<file path="src/hw/rtl/mcsw_pkg.sv">
// Shared types and constants of the multi-channel watchdog.
// Holds the command codes, the microcode word layout and the microcode table.
// No dependencies.
package mcsw_pkg;

  // Command codes carried by an input item.
  typedef enum logic [1:0] {
    CMD_TICK  = 2'd0,
    CMD_FEED  = 2'd1,
    CMD_START = 2'd2,
    CMD_STOP  = 2'd3
  } cmd_t;

  // Field widths fixed by the item format.
  localparam int unsigned CH_FIELD_W  = 4;
  localparam int unsigned TMO_W       = 24;
  localparam int unsigned EXP_CH_W    = 3;
  localparam logic [TMO_W-1:0] RESET_TIMEOUT = 24'd300;

  // Microcode addresses.
  typedef enum logic [1:0] {
    UA_FETCH = 2'd0,
    UA_SCAN  = 2'd1,
    UA_APPLY = 2'd2,
    UA_EMIT  = 2'd3
  } uaddr_t;

  // Sequencing conditions of a microcode word.
  typedef enum logic [1:0] {
    COND_GOTO     = 2'd0,
    COND_DISPATCH = 2'd1,
    COND_SCAN     = 2'd2
  } cond_t;

  // One control word.
  typedef struct packed {
    logic   idle;
    logic   scan;
    logic   apply;
    logic   emit;
    cond_t  cond;
    uaddr_t target;
    uaddr_t alt;
  } ucode_t;

  // Controls from the sequencer to the channel file.
  typedef struct packed {
    logic clear;
    logic scan;
    logic apply;
  } dp_ctrl_t;

  // Result of one item.
  typedef struct packed {
    logic                expired;
    logic [EXP_CH_W-1:0] expired_channel;
    logic                report_needed;
    logic                bad_channel;
  } result_t;

  // Microcode table: fetch and dispatch, channel scan, single-channel update, result.
  function automatic ucode_t ucode_rom(input uaddr_t addr);
    ucode_t w;
    case (addr)
      UA_FETCH: w = '{idle: 1'b1, scan: 1'b0, apply: 1'b0, emit: 1'b0,
                      cond: COND_DISPATCH, target: UA_SCAN, alt: UA_APPLY};
      UA_SCAN:  w = '{idle: 1'b0, scan: 1'b1, apply: 1'b0, emit: 1'b0,
                      cond: COND_SCAN, target: UA_EMIT, alt: UA_SCAN};
      UA_APPLY: w = '{idle: 1'b0, scan: 1'b0, apply: 1'b1, emit: 1'b0,
                      cond: COND_GOTO, target: UA_EMIT, alt: UA_EMIT};
      UA_EMIT:  w = '{idle: 1'b0, scan: 1'b0, apply: 1'b0, emit: 1'b1,
                      cond: COND_GOTO, target: UA_FETCH, alt: UA_FETCH};
      default:  w = '{idle: 1'b1, scan: 1'b0, apply: 1'b0, emit: 1'b0,
                      cond: COND_GOTO, target: UA_FETCH, alt: UA_FETCH};
    endcase
    return w;
  endfunction

endpackage

</file>
<file path="src/hw/rtl/mcsw_chan_file.sv">
// Channel file of the watchdog: counters, enables and timeouts, one channel per cycle.
// Driven by the sequencer in the top level; depends on mcsw_pkg.
module mcsw_chan_file #(
  parameter int unsigned CHANNELS        = 8,
  parameter int unsigned NETWORK_CHANNEL = 0,
  parameter int unsigned COUNT_WIDTH     = 24
) (
  input  logic                                  clk,
  input  logic                                  rst_n,
  input  mcsw_pkg::dp_ctrl_t                    ctrl,
  input  mcsw_pkg::cmd_t                        cmd,
  input  logic [mcsw_pkg::CH_FIELD_W-1:0]       ch,
  input  logic [mcsw_pkg::TMO_W-1:0]            tmo,
  output logic                                  last,
  output mcsw_pkg::result_t                     res
);

  localparam int unsigned IDX_W = (CHANNELS > 1) ? $clog2(CHANNELS) : 1;
  localparam int unsigned CMP_W = (COUNT_WIDTH > mcsw_pkg::TMO_W) ? COUNT_WIDTH
                                                                  : mcsw_pkg::TMO_W;
  localparam int unsigned CHN_W = mcsw_pkg::CH_FIELD_W + 1;

  logic [COUNT_WIDTH-1:0]    count_r [CHANNELS];
  logic [mcsw_pkg::TMO_W-1:0] tmo_r  [CHANNELS];
  logic [CHANNELS-1:0]       en_r;

  logic [IDX_W-1:0]          idx_r;
  logic                      found_r;
  logic [IDX_W-1:0]          found_idx_r;
  logic                      report_r;
  logic                      bad_r;

  logic                      bad;
  logic [IDX_W-1:0]          addr;
  logic [COUNT_WIDTH-1:0]    cnt_rd;
  logic [COUNT_WIDTH-1:0]    cnt_inc;
  logic [mcsw_pkg::TMO_W-1:0] tmo_rd;
  logic                      hit;

  // Address decode: the scan index while scanning, else the command's channel.
  assign bad    = CHN_W'(ch) >= CHN_W'(CHANNELS);
  assign addr   = ctrl.scan ? idx_r : ch[IDX_W-1:0];
  assign last   = idx_r == IDX_W'(CHANNELS - 1);

  // Saturating increment and expiry check of the scanned channel.
  assign cnt_rd  = count_r[addr];
  assign tmo_rd  = tmo_r[addr];
  assign cnt_inc = (cnt_rd == {COUNT_WIDTH{1'b1}}) ? cnt_rd : cnt_rd + COUNT_WIDTH'(1);
  assign hit     = en_r[addr] && (CMP_W'(cnt_inc) >= CMP_W'(tmo_rd));

  // Channel state update.
  always_ff @(posedge clk) begin
    if (!rst_n) begin
      for (int k = 0; k < CHANNELS; k++) begin
        count_r[k] <= '0;
        en_r[k]    <= (k == NETWORK_CHANNEL);
        tmo_r[k]   <= (k == NETWORK_CHANNEL) ? mcsw_pkg::RESET_TIMEOUT : '0;
      end
    end else if (ctrl.scan) begin
      count_r[addr] <= cnt_inc;
    end else if (ctrl.apply && !bad) begin
      case (cmd)
        mcsw_pkg::CMD_FEED: begin
          count_r[addr] <= '0;
        end
        mcsw_pkg::CMD_START: begin
          count_r[addr] <= '0;
          en_r[addr]    <= 1'b1;
          tmo_r[addr]   <= tmo;
        end
        mcsw_pkg::CMD_STOP: begin
          en_r[addr] <= 1'b0;
        end
        default: begin
        end
      endcase
    end
  end

  // Scan index and result registers; the first hit of a scan is kept.
  always_ff @(posedge clk) begin
    if (!rst_n) begin
      idx_r       <= '0;
      found_r     <= 1'b0;
      found_idx_r <= '0;
      report_r    <= 1'b0;
      bad_r       <= 1'b0;
    end else if (ctrl.clear) begin
      idx_r       <= '0;
      found_r     <= 1'b0;
      found_idx_r <= '0;
      report_r    <= 1'b0;
      bad_r       <= 1'b0;
    end else if (ctrl.scan) begin
      if (!last) begin
        idx_r <= idx_r + IDX_W'(1);
      end
      if (hit && !found_r) begin
        found_r     <= 1'b1;
        found_idx_r <= idx_r;
        report_r    <= CHN_W'(idx_r) != CHN_W'(NETWORK_CHANNEL);
      end
    end else if (ctrl.apply) begin
      bad_r <= bad;
    end
  end

  assign res.expired         = found_r;
  assign res.expired_channel = mcsw_pkg::EXP_CH_W'(found_idx_r);
  assign res.report_needed   = report_r;
  assign res.bad_channel     = bad_r;

endmodule

</file>
<file path="src/hw/rtl/multi_channel_soft_watchdog.sv">
// Top level of the multi-channel watchdog: microcoded sequencer and command latch.
// Depends on mcsw_pkg and mcsw_chan_file.
//
// Usage: an item (command) is taken when start is high and busy is low. A tick
// item walks the channels one per cycle through the single channel-file port in
// the scan state; its result then strobes on out_valid in the emit state, and the
// block returns to fetch to take the next item. Feed, start and stop go from fetch
// through the apply state to the emit state. No new item is taken until the
// result is out. Each result is shown for exactly one cycle and must be captured
// then; the block never waits for the receiver.
module multi_channel_soft_watchdog #(
  parameter int unsigned CHANNELS        = 8,
  parameter int unsigned NETWORK_CHANNEL = 0,
  parameter int unsigned COUNT_WIDTH     = 24
) (
  input  logic        clk,
  input  logic        rst_n,
  input  logic        start,
  output logic        busy,
  input  logic [1:0]  in_cmd,
  input  logic [3:0]  in_channel,
  input  logic [23:0] in_timeout,
  output logic        out_valid,
  output logic        out_expired,
  output logic [2:0]  out_expired_channel,
  output logic        out_report_needed,
  output logic        out_bad_channel
);

  mcsw_pkg::uaddr_t   upc_r;
  mcsw_pkg::uaddr_t   upc_nxt;
  mcsw_pkg::ucode_t   uw;
  mcsw_pkg::cmd_t     cmd_r;
  logic [3:0]         ch_r;
  logic [23:0]        tmo_r;
  mcsw_pkg::dp_ctrl_t ctrl;
  mcsw_pkg::result_t  res;
  logic               last;
  logic               accept;

  assign uw     = mcsw_pkg::ucode_rom(upc_r);
  assign accept = start && uw.idle;

  // Next microcode address.
  always_comb begin
    upc_nxt = upc_r;
    case (uw.cond)
      mcsw_pkg::COND_GOTO: begin
        upc_nxt = uw.target;
      end
      mcsw_pkg::COND_DISPATCH: begin
        if (start) begin
          upc_nxt = (mcsw_pkg::cmd_t'(in_cmd) == mcsw_pkg::CMD_TICK) ? uw.target : uw.alt;
        end
      end
      mcsw_pkg::COND_SCAN: begin
        upc_nxt = last ? uw.target : uw.alt;
      end
      default: begin
        upc_nxt = mcsw_pkg::UA_FETCH;
      end
    endcase
  end

  always_ff @(posedge clk) begin
    if (!rst_n) begin
      upc_r <= mcsw_pkg::UA_FETCH;
    end else begin
      upc_r <= upc_nxt;
    end
  end

  // Command latch on acceptance.
  always_ff @(posedge clk) begin
    if (accept) begin
      cmd_r <= mcsw_pkg::cmd_t'(in_cmd);
      ch_r  <= in_channel;
      tmo_r <= in_timeout;
    end
  end

  // Control outputs decoded from the current word.
  always_comb begin
    busy       = !uw.idle;
    out_valid  = uw.emit;
    ctrl.clear = accept;
    ctrl.scan  = uw.scan;
    ctrl.apply = uw.apply;
  end

  mcsw_chan_file #(
    .CHANNELS        (CHANNELS),
    .NETWORK_CHANNEL (NETWORK_CHANNEL),
    .COUNT_WIDTH     (COUNT_WIDTH)
  ) u_chan_file (
    .clk   (clk),
    .rst_n (rst_n),
    .ctrl  (ctrl),
    .cmd   (cmd_r),
    .ch    (ch_r),
    .tmo   (tmo_r),
    .last  (last),
    .res   (res)
  );

  assign out_expired         = res.expired;
  assign out_expired_channel = res.expired_channel;
  assign out_report_needed   = res.report_needed;
  assign out_bad_channel     = res.bad_channel;

endmodule

</file>
<file path="config.mk">
export PLATFORM = sky130hd
export DESIGN_NAME = multi_channel_soft_watchdog
export DESIGN_NICKNAME = d
export VERILOG_FILES = /design/src/hw/rtl/mcsw_pkg.sv /design/src/hw/rtl/mcsw_chan_file.sv /design/src/hw/rtl/multi_channel_soft_watchdog.sv
export SDC_FILE = /design/constraint.sdc
export NUM_CORES = 1
export LEC_CHECK = 0
export BUFFER_PORTS_ARGS = -buffer_cell sky130_fd_sc_hd__buf_4
export CORE_MARGIN = 2
export CORE_UTILIZATION = 45
export CTS_CLUSTER_SIZE = 20
export DETAILED_ROUTE_END_ITERATION = 6
export PLACE_DENSITY_LB_ADDON = 0.25
export SETUP_SLACK_MARGIN = 0.02
export SLEW_MARGIN = 20
export SYNTH_ARGS = -nofsm -noshare
export SYNTH_HDL_FRONTEND = slang
export SYNTH_SLANG_ARGS = --single-unit
</file>
<file path="constraint.sdc">
create_clock -name clk -period 19.1 [get_ports clk]
set_clock_uncertainty 0.15 [all_clocks]
set_input_delay 3.82 -clock clk [delete_from_list [all_inputs] [get_ports clk]]
set_output_delay 3.82 -clock clk [all_outputs]
set_load 0.01 [all_outputs]
</file>
* Word-level counts from Yosys, hierarchy flattened
Memories as Yosys holds them, arrays and structs flattened.
Cells that the tools add are included.
** Storage, ports and cells
- Bits in registers :: 49
- Memory bits (writable) :: 384
- Memories :: 2
- Word-level logic and storage cells :: 91
- Input bits :: 33
- Output and inout bits :: 8
** Memories
- u_chan_file.count_r :: words 8, bits a word 24, read ports 1, clocked after Yosys merged registers in 0, wr ports 8, line mcsw_chan_file.sv:23 : logic [COUNT_WIDTH-1:0] count_r [CHANNELS];
- u_chan_file.tmo_r :: words 8, bits a word 24, read ports 1, clocked after Yosys merged registers in 0, wr ports 8, line mcsw_chan_file.sv:24 : logic [mcsw_pkg::TMO_W-1:0] tmo_r [CHANNELS];
** Operators by class
- Reduce and logical (&&, ||, !) cells :: 20
- Equality and inequality tests :: 11
- Muxes and demuxes :: 34
- $add $sub $neg :: 2
- Order comparisons :: 4
- Bitwise logic cells :: 8
** Operator list (number)
- 2-to-1 mux 24 bit :: 5
- OR reduction 24 bit :: 2
- one-hot mux 10 bit (4 select lines) :: 1
- adder 24 x 1 -> 24 bit, second input constant :: 1
- == test 24 bit, second input constant :: 1
- >= comparator 24 bit :: 1
- 2-to-1 mux 1 bit :: 18
- one-hot mux 8 bit (2 select lines) :: 1
- == test 2 bit, second input constant :: 5
- 2-to-1 mux 3 bit :: 3
- bitwise AND 8 bit :: 1
- NOT 8 bit :: 1
- bitwise OR 8 bit :: 1
- == test 2 x 1 -> 1 bit, second input constant :: 3
- zero test 2 bit :: 3
- 2-to-1 mux 2 bit :: 3
- one-hot mux 2 bit (3 select lines) :: 1
- AND reduction 2 bit :: 3
- logical AND 1 bit :: 5
- >= comparator 4 bit, second input constant :: 1
- less-than comparator 3 x 4 -> 1 bit, second input constant :: 1
- adder 3 x 1 -> 3 bit, second input constant :: 1
- binary-select mux 1 bit (select 3 bit) :: 1
- demux 1 bit (select 3 bit) :: 1
- 10 further kinds :: 15

* Longest topological paths before layout
Gate-level depths: netlist of run 1.
- Depth in word-level cells :: 11
- Depth in mapped cells :: 30
- Mapped depth without buffers :: 24

* Cells and area by module
From an unflattened synthesis of run 1, not the netlist that was laid out.
** Unflattened totals
- Cell total of the unflattened synthesis :: 1670
- Area total of the unflattened synthesis :: 20343.3 um^2
** Modules (own cells, without submodules)
- mcsw_chan_file :: cells each 1612, times used 1, area each 19214.7 um^2, sequential area each 11871.4 um^2
- multi_channel_soft_watchdog :: cells each 58, times used 1, area each 1128.6 um^2, sequential area each 940.9 um^2

* Worst setup path before layout of run 1
Ideal clock, no wire load.
- Path kind :: input-to-reg
- From :: input rst_n
- To :: memory u_chan_file.count_r[0][0], enable pin
- Buffers on the path :: 1
- Stages on the path :: 3
- Arrival time :: 6.050 ns
- Slack :: 12.461 ns
- Required time :: 18.511 ns
- Library setup time :: 0.439 ns
- Cell sequence :: clkbuf_1 o21ai_0 o21ai_0
** RTL lines
- start: declaration :: line multi_channel_soft_watchdog.sv:17 : input logic rst_n,
- end: declaration :: line mcsw_chan_file.sv:23

* Final worst setup path of run 1
- From :: register upc_r[1]
- To :: register u_chan_file.found_idx_r[1]
** On the way
- Word-level cells in the longest chain between the ends :: 10
- Elaborated cells between the ends (all ways) :: 19
- Those cells by class :: add/sub: 1; order compare: 1; eq/ne: 4; mux: 5; reduce/logical: 6; memory: 2
** Ends and longest elaborated chain
- start: declaration :: line multi_channel_soft_watchdog.sv:30 : mcsw_pkg::uaddr_t upc_r;
- start signal: assignment :: line multi_channel_soft_watchdog.sv:67 : upc_r <= mcsw_pkg::UA_FETCH;
- start signal: assignment :: line multi_channel_soft_watchdog.sv:69 : upc_r <= upc_nxt;
- == test 2 bit (tied with other cells) :: line mcsw_pkg.sv:64 : case (addr)
- one-hot mux 10 bit (4 select lines) (*) :: line mcsw_pkg.sv:64
- 2-to-1 mux 3 bit :: line mcsw_chan_file.sv:42 : assign addr = ctrl.scan ? idx_r : ch[IDX_W-1:0];
- memory read (8 x 24 bit)
- adder 24 x 1 -> 24 bit or == test 24 bit (tied branches) :: line mcsw_chan_file.sv:48 : assign cnt_inc = (cnt_rd == {COUNT_WIDTH{1'b1}}) ? cnt_rd : cnt_rd + COUNT_WIDTH'(1);
- 2-to-1 mux 24 bit :: line mcsw_chan_file.sv:48
- >= comparator 24 bit :: line mcsw_chan_file.sv:49 : assign hit = en_r[addr] && (CMP_W'(cnt_inc) >= CMP_W'(tmo_rd));
- logical AND 1 bit :: line mcsw_chan_file.sv:49
- logical AND 1 bit :: line mcsw_chan_file.sv:98 : if (hit && !found_r) begin
- AND reduction 2 bit (no source line)
- end signal: assignment :: line mcsw_chan_file.sv:100 : found_idx_r <= idx_r;
- end: declaration :: line mcsw_chan_file.sv:29 : logic [IDX_W-1:0] found_idx_r;
Every way passes the cells marked *; elsewhere a longest branch is shown, timed or not. The select of a mux whose other input is x is not followed.
A chain may end at the register's enable or synchronous reset.

==> impl_metrics.yaml, run 1 <==
grt:
  grt_max_degree: 70
  grt_pass1_vias: 14100
  antenna_found_initial: 0
  grt-ovfl-total: 0
  grt_first_pass_wirelength_mm: 88.7
  track_usage_pct: 25.4
pwr:
  power_density_nw_per_um2: 131
  leakage_nw: 8.37
  vdd_drop_max_mv: 0.0867
  power_w: 0.00299
route:
  routed_wl_mm: 59.2
  drt_first_pass_iters: 6
  wirelength_met1_mm: 24.1
  ant_nets: 0
  viasPerCell: 6.03
  met3_length_mm: 5.15
  top_layer: "met4"
  dr_wl_met2_mm: 27.9
  detail_route.wl_per_cell_um: 25.2
  drt_iter0_drc: 1520
  drc_errors: 0
  vias: 14100
critical_path:
  reg2reg_slack_ns: 11.53
  cp-start-kind: "register"
  startpoint: "upc_r[1]$_SDFFE_PN0P_"
  regToRegStartpoint: "upc_r[1]$_SDFFE_PN0P_"
  worstPathArrival_ns: 7.89
  critPathRequiredTime_ns: 19.42
  reg2reg_depth: 25
  reg2reg_to: "u_chan_file.found_idx_r[1]$_SDFFE_PP0P_"
  worstPathMaxFanout: 52
  critical_path.endpoint_type: "register"
  path_class: "reg -> reg"
  endpoint: "u_chan_file.found_idx_r[1]$_SDFFE_PP0P_"
sta:
  hold_viol: 0
  holdWs_ns: 0.344
  fin_crit_ns: 7.57
  fmax_mhz: 132
  setup_tns_ns: 0
  finalCritPeriodShare_pct: 39.6
  finalSetupViolCount: 0
  worstMarginPinSlew_ns: 1.11
  slew_violations: 0
  fin_ws_ns: 11.53
  rsz0062_at_grt: "false"
  slew_headroom_pct: 25.8
cells_and_area:
  final_area_um2: 22800
  syn_to_final_growth_pct: 12.7
  fillers: 3911
  diodes: 0
  most-common-layout-cells: "414 x edfxtp_1, 227 x nor2_1, 195 x and2_1"
  nets: 1785
  mostFrequentLayoutCell: "edfxtp_1"
  final_layout_size_suffix_gt1_share_pct: 12.2
floorplan:
  fp-row-count: 77
  ios: 41
  die_w_um: 216
  coreArea_um2: 44300
  dieArea_um2: 46700
  fp.dieH_um: 216
  initial_core_util_pct: 45.7
placement:
  placed_cell_area_um2: 21300
  place_hpwl_mm: 35.1
  post-place-ws_ns: 11.69
  gp_congestion: 0.929
  portBuffers: 40
clock_tree:
  postCtsSetupBuffers: 0
  cts_root_buf: "clkbuf_16"
  clockBufferDepth: 3
  clk_pin_slew_ns: 0.06
  cts_buffers: 46
  clock_sinks: 433
  clk_latency_ns: 0.60
  cts_tree: "done"
  htreeDepth: 2
  cts_resized: 0
  holdBufCountCts: 0
run:
  maxCapViolCount: 0
yosys:
  ys_seq_area_share_pct: 63.3
  ys_async_sr_fraction_pct: 0
  synthCells: 1687
  synth_edf_count: 414
  synth_seq_cells: 433
  synth_nets: 1754
  synthFlopType: "edfxtp_1"
  syn_area_um2: 20300
  synth_cell_type_count: 80
  post_synth.cell_area_avg_um2: 12.0
  ys_warn_count: 0
hold_path:
  hp-class: "reg -> reg"
outcome:
  status: "completed"
routing by layer:
layer  track usage [%]  vias up
li1                  -     6297
met1              33.5     7014
met2              41.1      682
met3              5.08      143
met4              10.3        0
met5                 0        -
sequential cells by signal (all words and copies together), names as in the netlist, named ones only:
| signal | flops |
|---|---|
| ch_r | 4 |
| cmd_r | 2 |
| tmo_r | 24 |
| u_chan_file.bad_r | 1 |
| u_chan_file.count_r | 192 |
| u_chan_file.found_idx_r | 3 |
| u_chan_file.found_r | 1 |
| u_chan_file.idx_r | 3 |
| u_chan_file.report_r | 1 |
| u_chan_file.tmo_r | 192 |
| upc_r | 2 |
logic make-up after synthesis:
| group | Yosys count | share of synthesized area (%) |
|---|---|---|
| muxes | 39 | 2.04 |
| and+or+nand+nor | 716 | 18.2 |
| AOI/OAI and AO/OA | 301 | 10.5 |
| buffers and inverters | 149 | 3.00 |
| adders and majority gates | 34 | 2.10 |
| DFF | 433 | 63.3 |
| xor gates and xnor gates | 15 | 0.834 |
power by group:
part           internal [W]  switching [W]  total, W
logic              0.000276       0.000662  0.000938
registers           0.00111      0.0000482   0.00116
clock network      0.000513       0.000377  0.000890
total               0.00190        0.00109   0.00299
per-stage QoR:
stage / instances / utilization (%)
6_report: 2346 / 51.5
5_1_grt: 2346 / 51.5
4_1_cts: 2346 / 51.5
3_5_place_dp: 2262 / 48.1
3_3_place_gp: 2262 / 48.1
2_1_floorplan: 1687 / -
area by class of cell:
class                      count  area, um^2  area share, %
clock buffer                  62        1240           5.44
sequential                   433       12800           56.2
inverter                      41         154          0.675
clock inverter                22         246           1.08
tap                          592         741           3.25
timing repair buffer          91         683           2.99
multi-input combinational   1105        6940           30.4
critical path, cell delays in order (launching register included):
cell and delay (ns):
dfxtp_1 0.35, inv_1 0.12, ha_2 0.17, buf_4 0.44, or3_1 0.66, nand2_1 0.46
a22oi_1 0.28, nand3_1 0.20, inv_1 0.10, ha_1 0.22, inv_1 0.10, nor4_1 0.47
nand2_1 0.32, o21bai_1 0.29, xnor2_1 0.68, inv_1 0.15, ha_1 0.24, a21o_1 0.18
a21o_1 0.17, a211o_1 0.28, o211ai_1 0.08, a21oi_1 0.10, o31a_1 0.25, o21ai_1 0.59
mux2i_1 0.25, nor2_1 0.06
worst min path at each step:
stage | start | endpoint | cells after the start
floorplan | register | register | 2
global placement | u_chan_file.bad_r$_SDFFE_PP0P_ | u_chan_file.bad_r$_SDFFE_PP0P_ | 2
detailed placement | u_chan_file.found_r$_SDFFE_PP0P_ | u_chan_file.found_r$_SDFFE_PP0P_ | 2
CTS | u_chan_file.found_r$_SDFFE_PP0P_ | u_chan_file.found_r$_SDFFE_PP0P_ | 2
global route | u_chan_file.found_r$_SDFFE_PP0P_ | u_chan_file.found_r$_SDFFE_PP0P_ | 2
finish | u_chan_file.found_r$_SDFFE_PP0P_ | u_chan_file.found_r$_SDFFE_PP0P_ | 2
cells in the mapped netlist, drive strengths merged (9+ instances only):
cell / count / area share [%]
o22ai: 24 / 0.74
inv: 41 / 0.76
o221ai: 9 / 0.39
a21oi: 57 / 1.4
nor3: 25 / 0.70
a22oi: 60 / 2.2
o22a: 10 / 0.43
mux2: 16 / 0.89
nand2b: 11 / 0.34
nor2: 228 / 4.2
a22o: 10 / 0.43
o21ai: 42 / 1.0
dfxtp: 19 / 1.9
nand3: 37 / 0.91
and2: 197 / 6.1
a222oi: 9 / 0.44
xnor2: 9 / 0.50
buf: 30 / 0.79
and3: 17 / 0.53
clkbuf: 78 / 1.4
and4: 9 / 0.39
a21o: 11 / 0.41
or3: 10 / 0.31
edfxtp: 414 / 61
nand4: 14 / 0.43
ha: 34 / 2.1
mux2i: 23 / 1.2
nand2: 115 / 2.1
No activity file was read; power rests on OpenSTA's default activity.
==> run 2, diff against run 1 <==
Clock period 19.1 ns to 6.6 ns, I/O delays scaled along.
==> run 2 against run 1 <==
  * Cell area is 1.2% higher
  * Sequential cell count stayed put
  * Via count is 0.90% higher
  * Critical endpoint unchanged
  * Largest cell class unchanged
==> impl_metrics.yaml, run 2 (synthesis results as in run 1) <==
hold_path:
  hold_depth: 2
  hp-class: "reg -> reg"
  whs_endpoint: "u_chan_file.found_r$_SDFFE_PP0P_"
  worstHoldStart: "u_chan_file.found_r$_SDFFE_PP0P_"
critical_path:
  regToRegStartpoint: "upc_r[1]$_SDFFE_PN0P_"
  slowest_delay_ns: 0.69
  cp_top_family: "simple AND/OR/NAND/NOR gates"
  critPathRequiredTime_ns: 6.91
  reg2reg_slack_ns: 0.33
  worstPathArrival_ns: 6.58
  cp-start-kind: "register"
  reg2reg_to: "u_chan_file.found_idx_r[1]$_SDFFE_PP0P_"
  crit_chain: "inv_1 -> ha_2 -> buf_4 -> or4b_2 -> and2_1 -> o22a_1 -> nand3_1 -> inv_1 -> ha_1 -> inv_1 -> nor4_2 -> and4_1 -> a211o_1 -> xnor2_2 -> inv_1 -> ha_1 -> or3_1 -> a21o_1 -> o31a_1 -> o21ai_1 -> buf_4 -> mux2i_1 -> nor2_1"
  critical_path.slowest_cell: "or4b_2"
  reg2reg_depth: 23
  worstPathMaxFanout: 15
  critical_path.endpoint_type: "register"
  worstSetupPathDepth: 23
  path_buf_inv: 6
  path_class: "reg -> reg"
  path_common_cell: "inv_1"
sta:
  setup_tns_ns: 0
  slew_violations: 0
  slew_headroom_pct: 26.6
  finalCritPeriodShare_pct: 94.9
  fin_crit_ns: 6.27
  rsz0062_at_grt: "false"
  hold_viol: 0
  holdWs_ns: 0.345
  worstMarginPinSlew_ns: 1.10
  fmax_mhz: 160
  finalSetupViolCount: 0
grt:
  grt_use_met2_pct: 42.5
  grt-ovfl-total: 0
  antenna_found_initial: 0
  track_usage_pct: 25.9
  globalRouteMet3Util_pct: 4.42
  grt_first_pass_wirelength_mm: 90.4
  grt_max_degree: 32
  grt_pass1_vias: 14300
  top_usage_layer: "met2"
  use_met1_pct: 35.1
route:
  drc_errors: 0
  routed_wl_mm: 60.1
  detail_route.wl_per_cell_um: 25.2
  drt_iter0_drc: 1624
  viasPerCell: 5.97
  ant_nets: 0
  vias: 14300
  drt_first_pass_iters: 6
clock_tree:
  htreeDepth: 2
  clock_sinks: 433
  holdBufCountCts: 0
  clockBufferDepth: 3
  clk_latency_ns: 0.60
  cts_buffers: 47
  cts_tree: "done"
  cts_root_buf: "clkbuf_16"
  clk_pin_slew_ns: 0.06
cells_and_area:
  mostFrequentLayoutCell: "edfxtp_1"
  fillers: 3905
  multi_input_area_um2: 6980
  most-common-layout-cells: "414 x edfxtp_1, 227 x nor2_1, 195 x and2_1"
  ff_latch_area_um2: 12800
  diodes: 0
  top_regs: "u_chan_file.count_r: 192 flops, u_chan_file.tmo_r: 192 flops, tmo_r: 24 flops"
  final_layout_size_suffix_gt1_share_pct: 14.1
  finalNonFillerCells: 2389
  nets: 1828
  final_area_um2: 23100
  syn_to_final_growth_pct: 14.0
placement:
  portBuffers: 40
  place_inst: 2301
  placed_cell_area_um2: 21600
  place_hpwl_mm: 37.0
  gp_congestion: 0.890
outcome:
  status: "completed"
floorplan:
  dieArea_um2: 46700
  fp.dieH_um: 216
  ios: 41
  coreArea_um2: 44300
  fp-row-count: 77
  die_w_um: 216
  initial_core_util_pct: 45.7
pwr:
  leakage_nw: 8.54
  power_density_nw_per_um2: 379
  vdd_drop_max_mv: 0.215
run:
  maxCapViolCount: 0
==> run 2: power breakdown <==
part | switching [W] | internal [W]
Sequential | 0.000127 | 0.00322
Combinational | 0.00200 | 0.000960
Clock | 0.00108 | 0.00135
==> run 2: worst min-delay path: stages (launching register included) <==
cell,delay (ns)
dfxtp_1,0.32
inv_1,0.07
a21oi_1,0.06
==> run 2: worst max-delay path by stage <==
stage	startpoint	endpoint	slack (ns)
4_1_cts	upc_r[1]$_SDFFE_PN0P_	u_chan_file.found_idx_r[1]$_SDFFE_PP0P_	0.31
3_5_place_dp	upc_r[1]$_SDFFE_PN0P_	u_chan_file.found_idx_r[1]$_SDFFE_PP0P_	0.33
3_3_place_gp	upc_r[1]$_SDFFE_PN0P_	u_chan_file.found_idx_r[2]$_SDFFE_PP0P_	0.42
2_1_floorplan	upc_r[1]$_SDFFE_PN0P_	u_chan_file.found_idx_r[2]$_SDFFE_PP0P_	0.62
5_1_grt	upc_r[1]$_SDFFE_PN0P_	u_chan_file.found_idx_r[1]$_SDFFE_PP0P_	0.007
6_report	upc_r[1]$_SDFFE_PN0P_	u_chan_file.found_idx_r[1]$_SDFFE_PP0P_	0.33
==> run 2: final cells by class <==
| cell class | count | area share, % |
|---|---|---|
| inverters | 41 | 0.667 |
| well taps | 592 | 3.21 |
| clock inverters | 23 | 0.634 |
| multi-input cells | 1105 | 30.2 |
| repair buffers | 133 | 4.40 |
| flip-flops and latches | 433 | 55.5 |
| clock buffers | 62 | 5.34 |
==> run 2: what timing repair did <==
item	4_1_cts	5_1_grt
buffers inserted	0	3
gates resized for setup	0	9
endpoints found under the setup margin	0	5
==> run 2: metrics by stage <==
stage	total power (W)	util, %	worst slack (ns)
detailed placement	0.00625	48.8	0.326
CTS	0.00867	51.9	0.310
global route	0.00913	52.1	0.00714
global placement	0.00621	48.8	0.422
finish	0.00875	52.1	0.335
floorplan	0.00510	-	0.623
==> run 2: routing by layer <==
layer  vias to the layer above  share of wire, %  routed length, um
met5                         -                 0                  0
met4                         0               3.2               1930
met3                       132               8.9               5330
met2                       685                47              28500
met1                      7064                40              24300
li1                       6382                 -                  -
